`config.mk`:
```
export PLATFORM = sky130hd
export DESIGN_NAME = mme_front
export DESIGN_NICKNAME = d
export VERILOG_FILES = /design/src/rtl/mme_pkg.sv /design/src/rtl/mme_front.sv
export SDC_FILE = /design/constraint.sdc
export NUM_CORES = 1
export LEC_CHECK = 0
export CAP_MARGIN = 20
export CORE_MARGIN = 4
export CORE_UTILIZATION = 51
export CTS_CLUSTER_DIAMETER = 100
export CTS_CLUSTER_SIZE = 28
export DETAILED_ROUTE_END_ITERATION = 6
export DONT_BUFFER_PORTS = 1
export PLACE_DENSITY = 0.68
export SLEW_MARGIN = 10
export SYNTH_ARGS = -nofsm -noshare
export SYNTH_HDL_FRONTEND = slang
export SYNTH_SLANG_ARGS = --single-unit
```
`constraint.sdc`:
```
create_clock -name clk -period 1.5 [get_ports clk]
set_input_delay 0.3 -clock clk [delete_from_list [all_inputs] [get_ports clk]]
set_output_delay 0.3 -clock clk [all_outputs]
set_load 0.02 [all_outputs]
```
`src/rtl/mme_pkg.sv`:
```
// shared types and constants for the matrix multiply engine
`default_nettype none

package mme_pkg;

  // widths fixed by the item fields and the configuration registers
  localparam int KIND_W    = 2;
  localparam int IDX_W     = 6;
  localparam int VAL_W     = 16;
  localparam int PROD_W    = 38;
  localparam int CFG_W     = 7;
  localparam int CFG_IDX_W = 2;

  // item kinds
  localparam logic [KIND_W-1:0] KIND_LOAD_A = 2'd0;
  localparam logic [KIND_W-1:0] KIND_LOAD_B = 2'd1;
  localparam logic [KIND_W-1:0] KIND_REQ    = 2'd2;

  // configuration register indexes
  localparam logic [CFG_IDX_W-1:0] REG_ROWS_A    = 2'd0;
  localparam logic [CFG_IDX_W-1:0] REG_INNER_LEN = 2'd1;
  localparam logic [CFG_IDX_W-1:0] REG_COLS_B    = 2'd2;

  localparam logic [CFG_W-1:0] CFG_RESET = 7'd64;

  // command queue between front and back
  localparam int QUEUE_DEPTH = 2;
  localparam int QPTR_W      = $clog2(QUEUE_DEPTH);

  typedef struct packed {
    logic [KIND_W-1:0]       kind;
    logic [IDX_W-1:0]        row;
    logic [IDX_W-1:0]        col;
    logic signed [VAL_W-1:0] value;
  } item_t;

  typedef struct packed {
    logic signed [PROD_W-1:0] product;
    logic [IDX_W-1:0]         out_row;
    logic [IDX_W-1:0]         out_col;
    logic                     range_error;
  } res_t;

  typedef enum logic [1:0] {
    OP_LOAD_A,
    OP_LOAD_B,
    OP_REQ
  } cmd_op_t;

  // classified command: request carries its range flag and clamped length
  typedef struct packed {
    cmd_op_t                 op;
    logic [IDX_W-1:0]        row;
    logic [IDX_W-1:0]        col;
    logic signed [VAL_W-1:0] value;
    logic                    err;
    logic [CFG_W-1:0]        nk;
  } cmd_t;

  typedef enum logic [1:0] {
    BK_IDLE,
    BK_WALK,
    BK_DRAIN,
    BK_EMIT
  } back_state_t;

endpackage

`default_nettype wire

```
`src/rtl/mme_front.sv`:
```
// front end: configuration registers, item classification, queue push
`default_nettype none

module mme_front #(
  parameter int MAX_ROWS  = 64,
  parameter int MAX_INNER = 64,
  parameter int MAX_COLS  = 64
) (
  input  wire logic                               clk,
  input  wire logic                               rst_n,
  input  wire logic                               cfg_we,
  input  wire logic [mme_pkg::CFG_IDX_W-1:0]      cfg_index,
  input  wire logic [mme_pkg::CFG_W-1:0]          cfg_data,
  input  wire logic                               in_valid,
  input  wire mme_pkg::item_t                     in_item,
  output logic                                    in_stall,
  input  wire logic                               q_full,
  output logic                                    q_push,
  output mme_pkg::cmd_t                           q_cmd
);

  localparam int INNER_CAP_I = (MAX_INNER > 127) ? 127 : MAX_INNER;
  localparam logic [mme_pkg::CFG_W-1:0] INNER_CAP = INNER_CAP_I[mme_pkg::CFG_W-1:0];

  logic [mme_pkg::CFG_W-1:0] rows_a_r;
  logic [mme_pkg::CFG_W-1:0] inner_len_r;
  logic [mme_pkg::CFG_W-1:0] cols_b_r;
  logic                      keep;

  // configuration registers
  always_ff @(posedge clk) begin
    if (!rst_n) begin
      rows_a_r    <= mme_pkg::CFG_RESET;
      inner_len_r <= mme_pkg::CFG_RESET;
      cols_b_r    <= mme_pkg::CFG_RESET;
    end else if (cfg_we) begin
      case (cfg_index)
        mme_pkg::REG_ROWS_A:    rows_a_r    <= cfg_data;
        mme_pkg::REG_INNER_LEN: inner_len_r <= cfg_data;
        mme_pkg::REG_COLS_B:    cols_b_r    <= cfg_data;
        default: ;
      endcase
    end
  end

  // classify: drop loads outside store geometry and unused kinds
  always_comb begin
    keep        = 1'b0;
    q_cmd.op    = mme_pkg::OP_REQ;
    q_cmd.row   = in_item.row;
    q_cmd.col   = in_item.col;
    q_cmd.value = in_item.value;
    q_cmd.err   = (int'(in_item.row) >= int'(rows_a_r)) || (int'(in_item.row) >= MAX_ROWS) ||
                  (int'(in_item.col) >= int'(cols_b_r)) || (int'(in_item.col) >= MAX_COLS);
    q_cmd.nk    = (int'(inner_len_r) > MAX_INNER) ? INNER_CAP : inner_len_r;
    case (in_item.kind)
      mme_pkg::KIND_LOAD_A: begin
        q_cmd.op = mme_pkg::OP_LOAD_A;
        keep     = (int'(in_item.row) < MAX_ROWS) && (int'(in_item.col) < MAX_INNER);
      end
      mme_pkg::KIND_LOAD_B: begin
        q_cmd.op = mme_pkg::OP_LOAD_B;
        keep     = (int'(in_item.row) < MAX_INNER) && (int'(in_item.col) < MAX_COLS);
      end
      mme_pkg::KIND_REQ: begin
        q_cmd.op = mme_pkg::OP_REQ;
        keep     = 1'b1;
      end
      default: keep = 1'b0;
    endcase
  end

  // accept whenever the queue has room
  assign in_stall = q_full;
  assign q_push   = in_valid && !q_full && keep;

endmodule

`default_nettype wire

```
==> Yosys cells after proc, flatten, opt, wreduce, memory -nomap -nowiden <==
Cells that the tools add are included.
{ "classes": {"magnitude_cmp": 3, "eq_ne": 4, "n_mux": 3, "reduce_logical": 10} }
{ "op_table": {"columns": ["cell", "n"], "rows": [
  ["$ge 6x7->1", 2],
  ["$gt 7x7->1 const B", 1],
  ["$mux 7", 1],
  ["$reduce_and 2->1", 3],
  ["$eq 2x1->1 const B", 2],
  ["$eq 2x2->1 const B", 2],
  ["$logic_not 2->1", 2],
  ["$pmux 2 s2", 1],
  ["$reduce_or 3->1", 1],
  ["$logic_and 1x1->1", 2],
  ["$logic_not 1->1", 1],
  ["$logic_or 1x1->1", 1],
  ["$mux 1", 1]
]} }
{ "totals": {"register_bits": 21, "input_bits": 44, "out_inout_bits": 40, "elab_cells": 23} }

==> Logic depth before layout (Yosys ltp) <==
{ "depth": {"ltp_word": 4, "depth_mapped": 6, "mapped_depth_nobuf": 6} }

==> Least setup slack after synthesis <==
No wires, ideal clock.
{ "synth_path": {"path_kind": "input to output", "startpoint": "in in_item[16] (netlist bit)", "endpoint": "out q_cmd[7] (netlist bit)", "arrival_ns": 1.319, "path_slack_ns": -0.119, "stages": 6, "path_buffers": 0, "path_cell_list": "inv_1 ha_1 nand2b_1 a211oi_1 o32a_1 o221ai_1"} }
{ "synth_lines": {"columns": ["item", "line", "rtl"], "rows": [
  ["start, declared", "mme_front.sv:15", "input wire mme_pkg::item_t in_item,"],
  ["end, declared", "mme_front.sv:19", "output mme_pkg::cmd_t q_cmd"]
]} }

==> impl_metrics.csv <==
group,metric,value,unit
placed_design,port_buffers,0,
yosys,synth-seq-area-share,30.08,%
yosys,synth_top_area_share,30.08,%
cts,clkLatencyLatePin,0.30,ns
setup_path,cp_max_fo,2,
cts,clkTransAtPathRegs,0.11,ns
outcome,violations,"setup timing",
layout,final_cell_area,1435,sq um
global_routing,grt_pass1_vias,855,
timing,setup_viol,1,
cts,cts_made_buffers,3,
timing,rsz0062_at_grt,"yes",
setup_path,setup.worst_path.start,"cols_b_r[3]",
yosys,synthSimpleGateAreaFrac,18.26,%
timing,slew_viol_final,0,
pwr,p_per_area,717.6,nW/um^2
timing,finalClockSkew,0,ns
setup_path,reg2reg_from,"rows_a_r[0]",
die,die_w,60.35,um
outcome,status,"finished, violations left",
yosys,ys_async_sr_fraction,0,%
cts,cts_tree,"done",
placed_design,placed_area,1279,sq um
layout,fillers,235,
global_routing,grt_pass1_wl,3946,um
route,antenna_left,0,
placed_design,hpwlAfterDp,2042,um
worst_hold_path,min_from,"rst_n",
placed_design,place_ws,-0.07566,ns
timing,fin_crit_sh,124.4,%
route,drc,0,
pwr,seqPwrFrac,57.6,%
pwr,clkPwrFrac,26.1,%
global_routing,grt_max_degree,22,
setup_path,cp-end-kind,"output port",
yosys,synth_top_area_cell,"dfxtp_1",
yosys,synth_flop_cell,"dfxtp_1",
die,dieArea,3642,sq um
setup_path,r2r_setup_slack,0.64,ns
cts,holdBufCountCts,0,
layout,diodes,0,
route,routed_wl,2690,um
yosys,synth_cell_types,21,
yosys,syn_area,1398,sq um
placed_design,gp_congestion,0.7190,
yosys,synthesis.nets,210,
route,viasPerCell,5.366,
route,num_vias,864,
worst_hold_path,whs_path_depth,1,
yosys,synthMuxAreaShare,11.46,%
timing,worst_pin_slew,0.5073,ns
worst_hold_path,holdPathEnd,"inner_len_r[6]",
die,rows,18,
layout,stdcell_count,161,
setup_path,path_class,"flip-flop to output port",
cts,clockBufferDepth,2,
timing,max-slew-margin-rel,66.14,%
setup_path,worstSetupStartpointType,"flip-flop",
yosys,yosys.area_share.adder,10.74,%
route,drtPass1Iterations,3,
route,wl_per_cell,16.71,um
setup_path,cp.required,1.20,ns
pwr,p_leak,0.5865,nW
yosys,synth-warning-count,0,
timing,fmax,535.8,MHz
timing,setup_ws,-0.3663,ns
yosys,synth_top_family_by_area,"buffers and inverters",
pwr,p_int,0.0007785,W
layout,syn2layout_area_growth,2.686,%
die,ioPinCount,84,
route,drt-initial-drc-count,3,
cts,clock-root-buffer,"clkbuf_4",
global_routing,antenna_found_initial,0,
timing,finalSetupTns,-0.3663,ns
layout,layout-drive-gt1-share,36.64,%
die,initial_core_util,54.92,%
global_routing,grtUsageTotal,14.86,%
yosys,avgSynthCellArea,9.075,sq um
yosys,netlist_top_cells_count,"buf_4, nor2b_1, dfxtp_1, mux2i_1, inv_1",
cts,htreeDepth,1,
timing,min_period,1.866,ns
worst_hold_path,min_path_type,"input pin to flip-flop",
setup_path,arrival,1.57,ns
timing,hold_viol,0,
global_routing,overflow,0,
die,die_h,60.35,um
yosys,synth-xor-area-share,0,%
run,maxCapViolations,0,
setup_path,r2r_cells,4,
yosys,synth-edff-count,0,
layout,final_util,56.39,%
pwr,swShare,24.41,%
yosys,synth_compound_area_share,6.893,%
yosys,ys_seq_elements,21,
yosys,synthCells,154,
layout,nets,188,
die,coreArea,2545,sq um
pwr,p_comb_share,16.3,%
pwr,power.net_switching,0.0002514,W
yosys,synth.most_common_cell,"buf_4",
placed_design,dp_cells,155,
cts,numClockSinks,21,
yosys,ys_top_cells_by_area,"dfxtp_1, buf_4, mux2i_1",
pwr,vdd.ir_drop.worst,0.5882,mV
setup_path,reg2reg_to,"rows_a_r[0]",
[registers in the layout, indices dropped and copies added, names as in the netlist]
register     flops
rows_a_r         7
cols_b_r         7
inner_len_r      7
[critical path, stage by stage, from the launching register on]
cell and delay, ns:
dfxtp_2 0.35, inv_1 0.06, ha_4 0.26, nand4b_1 0.10, o32a_1 0.39, o221ai_4 0.10
[logic make-up after synthesis]
kind of cell | Yosys count
buffers and inverters | 49
muxes | 16
DFF | 21
AOI/OAI and AO/OA | 15
and+or+nand+nor | 41
adders and majority gates | 12
[per-layer routing]
layer	track usage [%]	vias to the layer above	share of wire, %
li1	-	425	-
met1	17.53	385	42
met2	24.38	42	46
met3	3.404	12	8.8
met4	9.177	0	2.5
met5	0	-	0
[what timing repair did]
item / 4_1_cts / 5_1_grt
pin swaps: 3 / 4
gates resized for setup: 16 / 12
endpoints found under the setup margin: 2 / 5
buffers inserted: 1 / 1
[metrics by stage]
step | total power (W) | hold slack (ns)
after CTS | 0.001029 | 0.04368
after global placement | 0.0007357 | 0.3641
after floorplan | 0.0008388 | 0.4251
final | 0.001030 | 0.05532
after detailed placement | 0.0007431 | 0.3673
after global routing | 0.001094 | 0.02499
[final cells by class]
class | instances | area (sq um) | share of cell area, %
timing repair buffer | 9 | 67.56 | 4.708
clock buffer | 4 | 26.28 | 1.831
inverter | 13 | 51.30 | 3.575
multi-input combinational | 84 | 820.8 | 57.19
sequential | 21 | 431.7 | 30.08
tap | 30 | 37.54 | 2.616
[how the worst max path moves through the flow]
stage	to
3_3_place_gp	q_cmd[7]
2_1_floorplan	q_cmd[7]
4_1_cts	q_cmd[7]
6_report	q_cmd[7]
5_1_grt	q_cmd[7]
3_5_place_dp	q_cmd[7]
[power groups by stage]
stage	Combinational (W)	Sequential [W]	Clock [W]
global placement	0.000134	0.000602	0
global route	0.000188	0.000596	0.000310
detailed placement	0.000140	0.000603	0
CTS	0.000156	0.000592	0.000280
finish	0.000168	0.000593	0.000269
floorplan	0.000241	0.000598	0
[layout by cell type (no fill, tap or decap), drive strengths merged]
master	netlist	final
and4b	1	1
a21o	2	2
nand2b	2	2
mux2i	16	16
clkbuf	4	4
o21ai	1	1
a21oi	7	7
o32a	1	1
dfxtp	21	21
nor2b	25	25
nand4b	1	1
inv	13	13
nor3b	1	1
nand3b	2	2
nand2	3	3
a211oi	3	3
ha	12	12
buf	32	9
nor2	6	6
o221ai	1	1
(Power assumes the default switching activity.)
