### config.mk
export PLATFORM = sky130hd
export DESIGN_NAME = mme_queue
export DESIGN_NICKNAME = d
export VERILOG_FILES = /design/src/rtl/mme_pkg.sv /design/src/rtl/mme_queue.sv
export SDC_FILE = /design/constraint.sdc
export NUM_CORES = 1
export LEC_CHECK = 0
export ABC_CLOCK_PERIOD_IN_PS = 4400
export BUFFER_PORTS_ARGS = -buffer_cell sky130_fd_sc_hd__buf_2
export CAP_MARGIN = 20
export CORE_AREA = 3 3 78 80
export DETAILED_ROUTE_END_ITERATION = 8
export DIE_AREA = 0 0 81 83
export GPL_ROUTABILITY_DRIVEN = 0
export PLACE_DENSITY = 0.9
export SYNTH_ARGS = -nofsm -noshare
export SYNTH_HDL_FRONTEND = slang
export SYNTH_SLANG_ARGS = --single-unit
### constraint.sdc
create_clock -name clk -period 4.4 [get_ports clk]
set_clock_uncertainty 0.05 [all_clocks]
set_input_delay 0.66 -clock clk [delete_from_list [all_inputs] [get_ports clk]]
set_output_delay 0.66 -clock clk [all_outputs]
set_load 0.01 [all_outputs]
### src/rtl/mme_pkg.sv
// shared types and constants for the matrix multiply engine
`default_nettype none

package mme_pkg;

  // widths fixed by the item fields and the configuration registers
  localparam int KIND_W    = 2;
  localparam int IDX_W     = 6;
  localparam int VAL_W     = 16;
  localparam int PROD_W    = 38;
  localparam int CFG_W     = 7;
  localparam int CFG_IDX_W = 2;

  // item kinds
  localparam logic [KIND_W-1:0] KIND_LOAD_A = 2'd0;
  localparam logic [KIND_W-1:0] KIND_LOAD_B = 2'd1;
  localparam logic [KIND_W-1:0] KIND_REQ    = 2'd2;

  // configuration register indexes
  localparam logic [CFG_IDX_W-1:0] REG_ROWS_A    = 2'd0;
  localparam logic [CFG_IDX_W-1:0] REG_INNER_LEN = 2'd1;
  localparam logic [CFG_IDX_W-1:0] REG_COLS_B    = 2'd2;

  localparam logic [CFG_W-1:0] CFG_RESET = 7'd64;

  // command queue between front and back
  localparam int QUEUE_DEPTH = 2;
  localparam int QPTR_W      = $clog2(QUEUE_DEPTH);

  typedef struct packed {
    logic [KIND_W-1:0]       kind;
    logic [IDX_W-1:0]        row;
    logic [IDX_W-1:0]        col;
    logic signed [VAL_W-1:0] value;
  } item_t;

  typedef struct packed {
    logic signed [PROD_W-1:0] product;
    logic [IDX_W-1:0]         out_row;
    logic [IDX_W-1:0]         out_col;
    logic                     range_error;
  } res_t;

  typedef enum logic [1:0] {
    OP_LOAD_A,
    OP_LOAD_B,
    OP_REQ
  } cmd_op_t;

  // classified command: request carries its range flag and clamped length
  typedef struct packed {
    cmd_op_t                 op;
    logic [IDX_W-1:0]        row;
    logic [IDX_W-1:0]        col;
    logic signed [VAL_W-1:0] value;
    logic                    err;
    logic [CFG_W-1:0]        nk;
  } cmd_t;

  typedef enum logic [1:0] {
    BK_IDLE,
    BK_WALK,
    BK_DRAIN,
    BK_EMIT
  } back_state_t;

endpackage

`default_nettype wire

### src/rtl/mme_queue.sv
// short command queue between front and back
`default_nettype none

module mme_queue (
  input  wire logic          clk,
  input  wire logic          rst_n,
  input  wire logic          push,
  input  wire mme_pkg::cmd_t push_cmd,
  output logic               full,
  input  wire logic          pop,
  output logic               empty,
  output mme_pkg::cmd_t      head
);

  mme_pkg::cmd_t                entry_r [mme_pkg::QUEUE_DEPTH];
  logic [mme_pkg::QPTR_W-1:0]   wr_ptr_r;
  logic [mme_pkg::QPTR_W-1:0]   rd_ptr_r;
  logic [mme_pkg::QPTR_W:0]     cnt_r;
  logic                         do_push;
  logic                         do_pop;

  assign full    = (cnt_r == (mme_pkg::QPTR_W+1)'(mme_pkg::QUEUE_DEPTH));
  assign empty   = (cnt_r == '0);
  assign head    = entry_r[rd_ptr_r];
  assign do_push = push && !full;
  assign do_pop  = pop && !empty;

  // pointers and fill count
  always_ff @(posedge clk) begin
    if (!rst_n) begin
      wr_ptr_r <= '0;
      rd_ptr_r <= '0;
      cnt_r    <= '0;
    end else begin
      if (do_push) wr_ptr_r <= wr_ptr_r + 1'b1;
      if (do_pop)  rd_ptr_r <= rd_ptr_r + 1'b1;
      case ({do_push, do_pop})
        2'b10:   cnt_r <= cnt_r + 1'b1;
        2'b01:   cnt_r <= cnt_r - 1'b1;
        default: cnt_r <= cnt_r;
      endcase
    end
  end

  // entry storage
  always_ff @(posedge clk) begin
    if (do_push) entry_r[wr_ptr_r] <= push_cmd;
  end

endmodule

`default_nettype wire

Yosys cells after proc, flatten, opt, wreduce, memory -nomap -nowiden --
Memories as Yosys holds them, arrays and structs flattened. A register that Yosys moved wholly into a read port is not among the register bits. Cells that the tools add are included.
Word-level totals: bits in registers 4, memories 1, output and inout bits 40, RAM bits 76
Memories:
- entry_r | depth 2, bits a word 38, rd ports 1, clocked after memory_dff 1, write ports 1, RTL line mme_queue.sv:15 | mme_pkg::cmd_t entry_r [mme_pkg::QUEUE_DEPTH];
Operators by class: equal/unequal tests 3, add/subtract/negate cells 4, reductions and logical operators 6, mux-type cells 5
Operators by type and width (number):
- $eq A2 B2 Y1 const B | 2
- $mux W1 | 4
- $pmux W2 S2 | 1
- $add A1 B1 Y1 const B | 2
- $add A2 B1 Y2 const B | 1
- $eq A2 B1 Y1 const B | 1
- $logic_and A1 B1 Y1 | 2
- $logic_not A1 Y1 | 2
- $logic_not A2 Y1 | 1
- $reduce_bool A2 Y1 | 1
- $sub A2 B1 Y2 const B | 1

Logic depth before layout (Yosys ltp) --
Gate-level depths: netlist of the first run.
depth after elaboration 5, depth in mapped cells 6, gate-level depth less buffers 6

Least setup slack after synthesis of the first run --
OpenSTA, ideal clock, no wires.
kind in2reg, from input push, to memory entry_r[0][0] in the netlist's numbering (enable), stages 3, setup slack 2.153 ns, required time 3.957 ns, data arrival time 1.805 ns, setup time 0.393 ns, path through inv_1 > or3_1 > inv_1
Between the ends: longest elaborated chain between the ends 3
RTL lines:
- start, declared | RTL line mme_queue.sv:7 | input wire logic push,
- $logic_and A1 B1 Y1 | RTL line mme_queue.sv:25 | assign do_push = push && !full;
- $mux W1 | RTL line mme_queue.sv:47 | if (do_push) entry_r[wr_ptr_r] <= push_cmd;
- $mux W1 (not written as such) | RTL line mme_queue.sv:47
- end, declared | RTL line mme_queue.sv:15
Every way passes these cells.

==> results by stage, run 1 <==
Global routing:
- The combined global-route utilization of all metal layers is 15.6%.
- The initial antenna violation count was 0.
- The first global-routing pass estimated around 7700 um of wire.
- The remaining global-route overflow is 0.
- The largest net degree at the start of global routing is 39.
- The number of global-route vias before repair came to 1653.

Critical path:
- The number of buffers and inverters on the critical path is 1.
- For the worst setup path, the data required time is 3.69 ns.
- The worst setup path is of the reg2out kind.
- The worst-path cell with the longest stage delay is dfxtp_2.
- The kind of start point of the critical path is a flip-flop.
- The category of the worst setup path capture point is a primary output.
- The data arrival time at the worst-slack endpoint is between 1.5 and 2 ns.
- The signal on the critical path passes through mux2_2 -> buf_2.
- The kind of cell with the highest combined delay along the critical path is flip-flops.
- On the worst path, the slowest cell contributes a delay of about 0.89 ns.
- The biggest fanout along the worst timing path is 38.

Floorplanning:
- The die is around 83 um tall.
- The full die area is 6720 um^2.
- The horizontal extent of the die is between 80 and 90 um.
- During I/O placement, the number of pins put on the boundary was 82.
- The core area is 5470 um^2.
- The total number of placement rows is 27.
- The initial core utilization is 54.2%.

Placement:
- In this run the cell area measured after placement is 3450 um^2.
- In this run the tool buffered the top-level ports with 81 buffer cells.
- The wire-length estimate of the detail-placed layout is 3370 um.
- The placed instance count is 294.

Run status:
- The run finished with clean final reports.

Route:
- The first routing iteration left 60 violations.
- The total wire length after detailed routing is 5020 um.
- Dividing the detail-routed wire length by the instance count gives 16.2 um.
- The residual DRC count is 0.
- The detailed-route vias per instance is 5.00.
- The count of nets left with antenna violations once routing finished came out at 0.
- The first detailed-routing pass ran for 4 iterations.
- The vias after detailed routing is 1550.

Synthesis:
- Synthesis instantiated 18 different standard cells from the library.
- The most instantiated library cell after synthesis is edfxtp_1.
- The leading area contributor after synthesis is edfxtp_1.
- The top cell type by area accounts for between 70% and 80% of the synthesized area.
- The synthesized design contains 76 enable-type register cells.
- The net count of the mapped netlist is around 190.
- The most frequently used flop master after synthesis is edfxtp_1.
- A synthesized cell averages 20.6 um^2.
- By area the synthesized netlist is led by edfxtp_1 (77%), mux2_2 (14%), dfxtp_1 (3.4%).
- Sequential elements use around 80% of the synthesized area.
- After synthesis, the most frequently instantiated cells are edfxtp_1 (76), mux2_2 (38), dfxtp_1 (5).
- The proportion of register bits with asynchronous set or reset after synthesis is 0%.
- The number of warnings reported in the yosys synthesis log is 0.
- After synthesis the cells add up to 2970 um^2.
- The number of storage elements in the synthesis netlist is between 80 and 90.
- Synthesis handed over a netlist of 144 instances.

CTS:
- The post-cts hold buffer count is 0.
- The maximum buffer depth of the clock tree is 2.
- Once the clock tree was built, the resizer swapped 0 gates to a different size.
- The buffer type at the clock tree root is clkbuf_8.
- The CTS buffer count is 9.
- The CTS tree is done.
- In this run the number of H-tree levels came out at 3.
- The setup fix buffers added after clock tree synthesis is 0.
- The clock network latency to the later pin of the worst-skew pair is 0.33 ns.
- The clock slew seen by the registers of the worst setup and hold paths is 0.07 ns.
- The total clock sinks is 81.

Timing:
- Setup repair after global routing left no endpoint under its margin.
- The final-report max-slew violation count came to 0.
- For this run, the top clock speed supported by timing is 397 MHz.
- The final clock period utilization by the worst path is between 50% and 60%.
- The summed negative setup slack over all endpoints is 0 ns.
- The count of endpoints failing hold in the final timing report is 0.
- The final count of negative-setup-slack endpoints is 0.
- The clock period minus final worst setup slack is 2.52 ns.
- The worst slew margin relative to its limit is 40.9%.
- For the pin with the worst max-slew slack, the measured transition is between 0.8 and 0.9 ns.

Cells and area:
- From synthesis to final layout, the design area changed by 22.6%.
- The number of diodes added for antenna fixing is 0.
- For this run, the number of standard cells in the final layout without fillers is 310.
- The share of layout cells above drive strength 1 is 58.0%.
- After routing the design area is 3640 um^2.
- After the last flow step, the layout net total stands at 276.

Power and ir drop:
- VDD sags by at most ~330 uV.
- The static leakage is 1.37 nW.
- For this design the ratio of total power to cell area is 566 nW/um^2.

Run:
- The number of maximum-capacitance violations is 0.

Hold path:
- The tightest min-delay check is of the reg2reg type.
## logic make-up (layout without fill, tap and decap cells)
kind of cell	count (synthesis)	in the layout	synth area share, %
flip-flops	81	81	80.3
AND/OR/NAND/NOR	9	9	1.81
buffers and inverters	7	101	1.05
multiplexers	38	38	14.4
XOR/XNOR	3	3	0.886
AO/OA/AOI/OAI	5	5	1.10
adder cells (fa/ha/maj)	1	1	0.422
## per-layer routing
layer,track usage [%],wire (um)
met1,16.0,1840
met2,27.6,2780
met3,3.25,248
met4,10.3,156
met5,0,0
## final timing paths
path	from	to	slack [ns]	cells after the start
max	flip-flop	head[7]	1.88	2
min	wr_ptr_r	wr_ptr_r	0.44	2
max reg2reg	cnt_r[0]	entry_r[0][15]	2.53	5
min reg2reg	wr_ptr_r	wr_ptr_r	0.44	2
## cells in the final DEF (no fill, tap or decap), types with 2 or more instances in the layout
cell and instances:
clkbuf_8 9, clkinv_2 2, or3_1 2, mux2_2 38
o21ai_0 2, clkinvlp_4 2, edfxtp_1 76, dfxtp_1 4
nor2b_1 2, xnor2_1 3, a21boi_1 2, buf_2 81
inv_1 2
## cell type report
| cell class | instances | area, um^2 |
|---|---|---|
| Sequential cell | 81 | 2380 |
| Fill cell | 392 | 1830 |
| Multi-Input combinational cell | 56 | 554 |
| Timing Repair Buffer | 82 | 413 |
| Clock buffer | 10 | 128 |
| Tap cell | 72 | 90.1 |
| Clock inverter | 6 | 58.8 |
| Inverter | 3 | 11.3 |
## sequential cells by signal (all words and copies together) (netlist names), named ones only
register  cells
rd_ptr_r      1
cnt_r         2
wr_ptr_r      1
entry_r      76
## power by group
part	total, mW	switching, mW	internal (mW)	leakage (nW)
Sequential	1.06	0.0849	0.976	0.753
Clock	0.495	0.237	0.258	0.0897
Combinational	0.503	0.237	0.266	0.526
Total	2.06	0.559	1.50	1.37
## tightest hold or removal path: stages, from the launching register on
cell	delay (ns)
dfxtp_1	0.32
o21ai_0	0.07
a21boi_1	0.06
## through the flow
stage	hold slack [ns]	total power, mW	setup WS (ns)	util [%]
floorplan	0.407	1.39	2.15	-
global placement	0.417	1.58	2.20	63.1
detailed placement	0.433	1.59	2.21	63.1
CTS	0.443	2.09	1.83	66.5
global route	0.442	2.17	1.76	66.5
finish	0.437	2.06	1.88	66.5
No activity file was read; power rests on OpenSTA's default activity.
==> run 2: changes to the inputs <==
==> config.mk (replaced) <==
export PLATFORM = sky130hd
export DESIGN_NAME = mme_queue
export DESIGN_NICKNAME = d
export VERILOG_FILES = /design/src/rtl/mme_pkg.sv /design/src/rtl/mme_queue.sv
export SDC_FILE = /design/constraint.sdc
export NUM_CORES = 1
export LEC_CHECK = 0
export ABC_CLOCK_PERIOD_IN_PS = 2550
export BUFFER_PORTS_ARGS = -buffer_cell sky130_fd_sc_hd__buf_2
export CAP_MARGIN = 20
export CORE_AREA = 3 3 81 83
export DETAILED_ROUTE_END_ITERATION = 8
export DIE_AREA = 0 0 84 86
export GPL_ROUTABILITY_DRIVEN = 0
export PLACE_DENSITY = 0.85
export SYNTH_ARGS = -nofsm -noshare
export SYNTH_HDL_FRONTEND = slang
export SYNTH_SLANG_ARGS = --single-unit
==> constraint.sdc (replaced) <==
create_clock -name clk -period 2.55 [get_ports clk]
set_clock_uncertainty 0.05 [all_clocks]
set_input_delay 0.3825 -clock clk [delete_from_list [all_inputs] [get_ports clk]]
set_output_delay 0.3825 -clock clk [all_outputs]
set_load 0.01 [all_outputs]
==> results by stage, run 2 (synthesized netlist as in run 1, its figures left out) <==
Placement:
- During placement, the flow inserted port buffers numbering 81.
- The area of placed instances is 3510 um^2.
- Detailed placement ended at an HPWL of 3410 um.
- The worst slack at placement is around 0.6 ns.

CTS:
- Clock tree synthesis selected as its root buffer the cell clkbuf_8.
- Post-CTS repair changed the size of 0 cells.
- The clock network latency to the later pin of the worst-skew pair is 0.33 ns.
- After clock tree synthesis, the flow added hold-fix buffers numbering 0.
- In this run the deepest clock path goes through 2 buffers.
- The setup fix buffers added after clock tree synthesis is 0.
- The H-tree was split into 3 levels.
- CTS saw 81 sinks.
- Clock-pin slew was measured on the worst setup and hold paths at 0.08 ns.
- The CTS buffer count is 9.
- The CTS tree is done.

Floorplanning:
- The total number of placement rows is 28.
- The horizontal extent of the die is 84 um.
- The I/O pin count is 82.
- The initial core utilization is 50.1%.
- In this run the vertical extent of the chip is 86 um.
- The core area is 5920 um^2.
- The full die area is around 7200 um^2.

Timing:
- The worst slew margin relative to its limit is between 70% and 80%.
- The final-report max-slew violation count was 0.
- The routed design could run at a clock period as short as 2.00 ns.
- The top achievable clock speed is 499 MHz.
- Setup violations remaining at the end of the flow were counted as 0.
- Summed over all failing endpoints, the final setup total negative slack is 0 ns.
- At the pin with the least slew margin, the transition time is between 0.4 and 0.5 ns.
- The smallest setup slack after layout is 0.546 ns.
- The count of endpoints failing hold in the final timing report is 0.
- Setup repair after global routing left no endpoint under its margin.
- Dividing the final minimum period by the clock period gives 78.6%.

Global routing:
- The number of global-route vias before repair came to 1662.
- Global routing finished with a remaining overflow of 0.
- The first global-routing pass estimated 7730 um of wire.
- For this run, the total global-route usage over all layers was measured as 14.3%.
- The largest net degree at the start of global routing is 30.
- The initial antenna violation count is 0.

Critical path:
- STA puts the critical path data arrival time at 1.57 ns.
- The kind of start point of the critical path is a flip-flop.
- The critical setup path kind is reg2out.
- The worst setup path is captured at a primary output.
- For the worst setup path, the data required time is 2.12 ns.
- Along the worst path, the maximum fanout reaches 29.

Cells and area:
- Compared with the post-synthesis result, the final layout area differs by 23.7%.
- The net count of the finished layout is 278.
- The share of layout cells above drive strength 1 is roughly 59%.
- Leaving out fill and tap cells, the most frequent cell in the layout is buf_2.
- The largest register by flop count is entry_r.
- The summed area of non-filler cells in the final layout is 3670 um^2.
- The flip-flop count of the largest register, all copies and words added is 76.
- In the final layout, the registers with the most flip-flops are entry_r x76, cnt_r x2.
- The number of diodes added for antenna fixing is 0.
- In the layout the commonest cells are buf_2 (81), edfxtp_1 (76), mux2_2 (38).

Power and ir drop:
- The overall power after layout is 3.51 mW.
- The static leakage is 1.38 nW.
- IR analysis of the VDD net gives a maximum drop of around 450 uV.
- Dividing total power by cell area gives a power density of ~960 nW/um^2.

Route:
- The violation count after the first detailed-routing iteration is roughly 110.
- The final layout contains routed wiring with a total length of between 4000 and 5000 um.
- The residual DRC count is 0.
- The routed layout has 1534 vias.
- The first-pass iteration count of the detailed router is 3.
- Dividing the detail-routed wire length by the instance count gives 15.3 um.
- After detailed routing, the number of vias per cell comes to between 4 and 5.
- The count of nets left with antenna violations after detail routing is 0.

Run status:
- The flow ran to the end, and the final reports show no timing, DRC or antenna violations.

Hold path:
- The kind of path behind the tightest hold check is in2reg.

Run:
- The number of maximum-capacitance violations is 0.
run 2: cell types whose count changed in the layout (fill, tap and decap cells not counted), sizes merged:
| cell | previous run | this run |
|---|---|---|
| buf | 82 | 84 |
| bufinv | 1 | 0 |
| clkinv | 3 | 4 |
run 2: critical path: stages (launching register included):
cell and delay (ns):
dfxtp_2 0.49, buf_12 0.24, mux2_2 0.36, buf_2 0.14
run 2: final cells by class:
type                       count  area [um^2]
fill                         448         2250
sequential                    81         2380
clock buffer                  10          128
timing repair buffer          84          465
clock inverter                 6         35.0
tap                           75         93.8
inverter                       3         11.3
multi-input combinational     56          554
run 2: path summary, 6_finish.rpt:
check          startpoint             end  slack (ns)  cells past startpoint
max reg2reg      cnt_r[0]  entry_r[0][27]        0.63                      5
min          push_cmd[26]  entry_r[1][26]        0.18                      1
min reg2reg      wr_ptr_r        wr_ptr_r        0.44                      2
max             flip-flop        head[19]        0.55                      3
run 2: routing by layer:
metal | up-vias | wire, um | GRT usage, %
li1 | 738 | - | -
met3 | 8 | 253 | 3.75
met1 | 738 | 1910 | 16.1
met5 | - | 0 | 0
met2 | 50 | 2570 | 24.4
met4 | 0 | 94 | 8.77
run 2: metrics by stage:
step	instances	hold WS (ns)	util, %
floorplan	144	0.407	-
global placement	299	0.424	59.3
detailed placement	299	0.441	59.3
CTS	315	0.159	62.0
global route	315	0.158	62.0
finish	315	0.184	62.0
run 2: power by group:
| group | internal, mW | switching, mW |
|---|---|---|
| clock | 0.346 | 0.416 |
| sequential | 1.68 | 0.0809 |
| combinational | 0.500 | 0.484 |
| total | 2.53 | 0.980 |
==> run 3: changes to the inputs <==
--- a/config.mk
+++ b/config.mk
@@ -5,14 +5,15 @@
 export SDC_FILE = /design/constraint.sdc
 export NUM_CORES = 1
 export LEC_CHECK = 0
-export ABC_CLOCK_PERIOD_IN_PS = 2550
+export ABC_AREA = 1
+export ABC_CLOCK_PERIOD_IN_PS = 2040
 export BUFFER_PORTS_ARGS = -buffer_cell sky130_fd_sc_hd__buf_2
 export CAP_MARGIN = 20
 export CORE_AREA = 3 3 81 83
 export DETAILED_ROUTE_END_ITERATION = 8
 export DIE_AREA = 0 0 84 86
 export GPL_ROUTABILITY_DRIVEN = 0
-export PLACE_DENSITY = 0.85
+export PLACE_DENSITY = 0.87
 export SYNTH_ARGS = -nofsm -noshare
 export SYNTH_HDL_FRONTEND = slang
 export SYNTH_SLANG_ARGS = --single-unit
==> constraint.sdc (replaced) <==
create_clock -name clk -period 2.04 [get_ports clk]
set_clock_uncertainty 0.05 [all_clocks]
set_input_delay 0.306 -clock clk [delete_from_list [all_inputs] [get_ports clk]]
set_output_delay 0.306 -clock clk [all_outputs]
set_load 0.01 [all_outputs]
==> results by stage, run 3 <==
Route:
- The total wire length after detailed routing is 4860 um.
- The final route contains around 1600 vias.
- Dividing the detail-routed wire length by the instance count gives 14.6 um.
- The residual DRC count is 0.
- Before antenna repair, the detailed router went through 2 iterations.
- The detailed-route vias per instance is a little under 5.
- The violation count after the first detailed-routing iteration is 69.
- Once detail routing completed, the nets flagged for antenna violations numbered 0.

Cells and area:
- Cells fill 64.8% of the core in the end.
- The share of layout cells above drive strength 1 is a little under three fifths.
- The layout has between 400 and 500 filler cells.
- The flip-flop count of the largest register, all copies and words added is 76.
- The number of antenna diodes in the final layout is 0.
- The largest register by flop count is entry_r.
- In the final layout, the registers with the most flip-flops are entry_r x76, cnt_r x2.
- The count of nets after finishing is between 200 and 300.
- Leaving out fill and tap cells, the most frequent cell in the layout is buf_2.
- The top cell types in the final layout, fill and taps aside, are buf_2 (81), edfxtp_1 (76), mux2_4 (20).
- With fillers left out, the area of the finished cells amounts to between 3000 and 4000 um^2.
- The growth of design area from synthesis to finish is 24.9%.

Critical path:
- The required time of the critical path is 1.68 ns.
- The biggest fanout along the worst timing path is 15.
- The category of the worst setup path capture point is a primary output.
- The kind of start point of the critical path is a flip-flop.
- The critical setup path kind is reg2out.
- The data arrival time at the worst-slack endpoint is 1.51 ns.

Timing:
- The transition time at the pin with the least slew margin is 0.277 ns.
- Setup violations remaining at the end of the flow were counted as 0.
- The worst slew margin relative to its limit is 81.5%.
- The final clock period utilization by the worst path is 91.6%.
- Setup repair after global routing left no endpoint under its margin.
- The final-report max-slew violation count came to 0.
- Static timing analysis puts the maximum clock frequency at approximately 540 MHz.
- Setup total negative slack on the finished layout was measured at 0 ns.
- The count of endpoints failing hold in the final timing report is 0.
- For the finished layout, the period the worst path requires is 1.87 ns.
- The tightest hold path in the finished design has a slack of 0.108 ns.

Power and ir drop:
- The overall power after layout is approximately 4.3 mW.
- The peak supply drop is approximately 700 uV.
- Power spread over the standard cell area amounts to 1110 nW/um^2.
- The static leakage is 1.53 nW.

Synthesis:
- Counting flops and latches in the post-synthesis netlist gives 81.
- The number of warnings reported in the yosys synthesis log is 0.
- The synthesized area is 3070 um^2.
- After synthesis, the share of flip-flops with an asynchronous set or reset is 0%.
- The sequential element share of the synthesized area is between 70% and 80%.
- The number of enable-type register cells in the synthesized netlist is 76.
- The average instance in the mapped netlist occupies 19.4 um^2.
- Sorting the synthesized cells by area gives the leading types as edfxtp_1 (74%), mux2_4 (9.8%), mux2_2 (6.6%).
- The number of nets in the synthesized netlist is 201.
- Of all cell types, the one taking the most synthesized area is edfxtp_1.
- In this run the biggest area consumer among cell types represents 74.3% of the synthesized area.
- By count the netlist is led by edfxtp_1 (76), mux2_4 (20), mux2_2 (18).
- The netlist uses 15 different library cells.
- The most used flip-flop cell after synthesis is edfxtp_1.
- By instance count, the leading cell after synthesis is edfxtp_1.
- The synthesized instance count is 158.

Floorplanning:
- The horizontal extent of the die is 84 um.
- The initial core utilization is 51.9%.
- The I/O pin count is just over 80.
- The floorplan step defined a core boundary enclosing a little under 6000 um^2.
- The total number of placement rows is 28.
- The full die area is between 7000 and 8000 um^2.
- The overall die height is 86 um.

Global routing:
- The first global-routing pass estimated 7880 um of wire.
- The number of global-route vias before repair is 1717.
- For this run the aggregate overflow at the end of global routing stands at 0.
- The largest net degree at the start of global routing is 21.
- The initial antenna violation count is 0.
- The combined global-route utilization of all metal layers is between 10% and 20%.

CTS:
- The clock reaches the later pin of the worst-skew pair after 0.33 ns.
- The count of H-tree levels built during CTS is 3.
- Clock-pin slew was measured on the worst setup and hold paths at approximately 0.080 ns.
- The post-cts hold buffer count is 0.
- The CTS buffer count is 9.
- The total clock sinks is between 80 and 90.
- TritonCTS built the clock tree.
- The maximum buffer depth of the clock tree is 2.
- The buffer type at the clock tree root is clkbuf_8.

Run status:
- The flow ran to the end, and the final reports show no timing, DRC or antenna violations.

Placement:
- The total of buffers placed on input and output ports is 81.
- The HPWL after detailed placement is ~3500 um.
- The area of placed instances is 3610 um^2.

Run:
- The number of maximum-capacitance violations is 0.

Hold path:
- The kind of path behind the tightest hold check is in2reg.
-- run 3: cell types whose count changed after synthesis, sizes merged, moves of 3 or more --
cell,change
nand2,+7
nor2,+12
inv,+6
xnor2,-3
-- run 3: cell families after synthesis --
family	after synthesis	share of synthesized area, %
compound gates	2	0.325
mux	38	16.4
fa+ha+maj	1	0.407
buf+inv	13	2.36
flops	81	77.5
simple gates	23	3.01
-- run 3: metrics by stage --
step	instances	setup WS, ns
2_1_floorplan	158	0.177
4_1_cts	332	0.0252
3_5_place_dp	316	0.398
6_report	332	0.171
5_1_grt	332	0.102
3_3_place_gp	316	0.434
-- run 3: cell type report --
| class | count | area [um^2] | area share, % |
|---|---|---|---|
| clock buffer | 13 | 159 | 4.14 |
| clock inverter | 3 | 65.1 | 1.69 |
| inverter | 9 | 33.8 | 0.880 |
| multi-input combinational | 64 | 626 | 16.3 |
| sequential | 81 | 2390 | 62.2 |
| tap | 75 | 93.8 | 2.44 |
| timing repair buffer | 87 | 475 | 12.4 |
-- run 3: what timing repair did --
action,in CTS,in global routing
endpoints found under the setup margin,0,10
resized for setup,0,1
setup buffers,0,0
-- run 3: power by group --
part           total [mW]  internal (mW)  switching (mW)
clock network        1.26          0.756           0.509
registers            2.11           2.03          0.0785
logic               0.878          0.448           0.430
total                4.25           3.24            1.02
-- run 3: path summary, 6_finish.rpt --
check	startpoint	endpoint	slack [ns]	cells past startpoint
setup / recovery	flip-flop	head[22]	0.17	3
hold / removal	push_cmd[23]	entry_r[0][23]	0.11	1
setup reg to reg	cnt_r[0]	cnt_r[1]	0.48	9
hold reg to reg	cnt_r[1]	cnt_r[1]	0.46	2
-- run 3: worst max-delay path, stage by stage (launching register included) --
cell and delay [ns]:
dfxtp_4 0.49, buf_12 0.19, mux2_2 0.35, buf_2 0.14
-- run 3: routing by layer --
layer	vias up	part of all wire, %	global-route usage, %
li1	778	-	-
met3	7	7.0	5.57
met5	-	0	0
met1	771	39	15.7
met4	0	1.4	6.87
met2	53	53	25.3
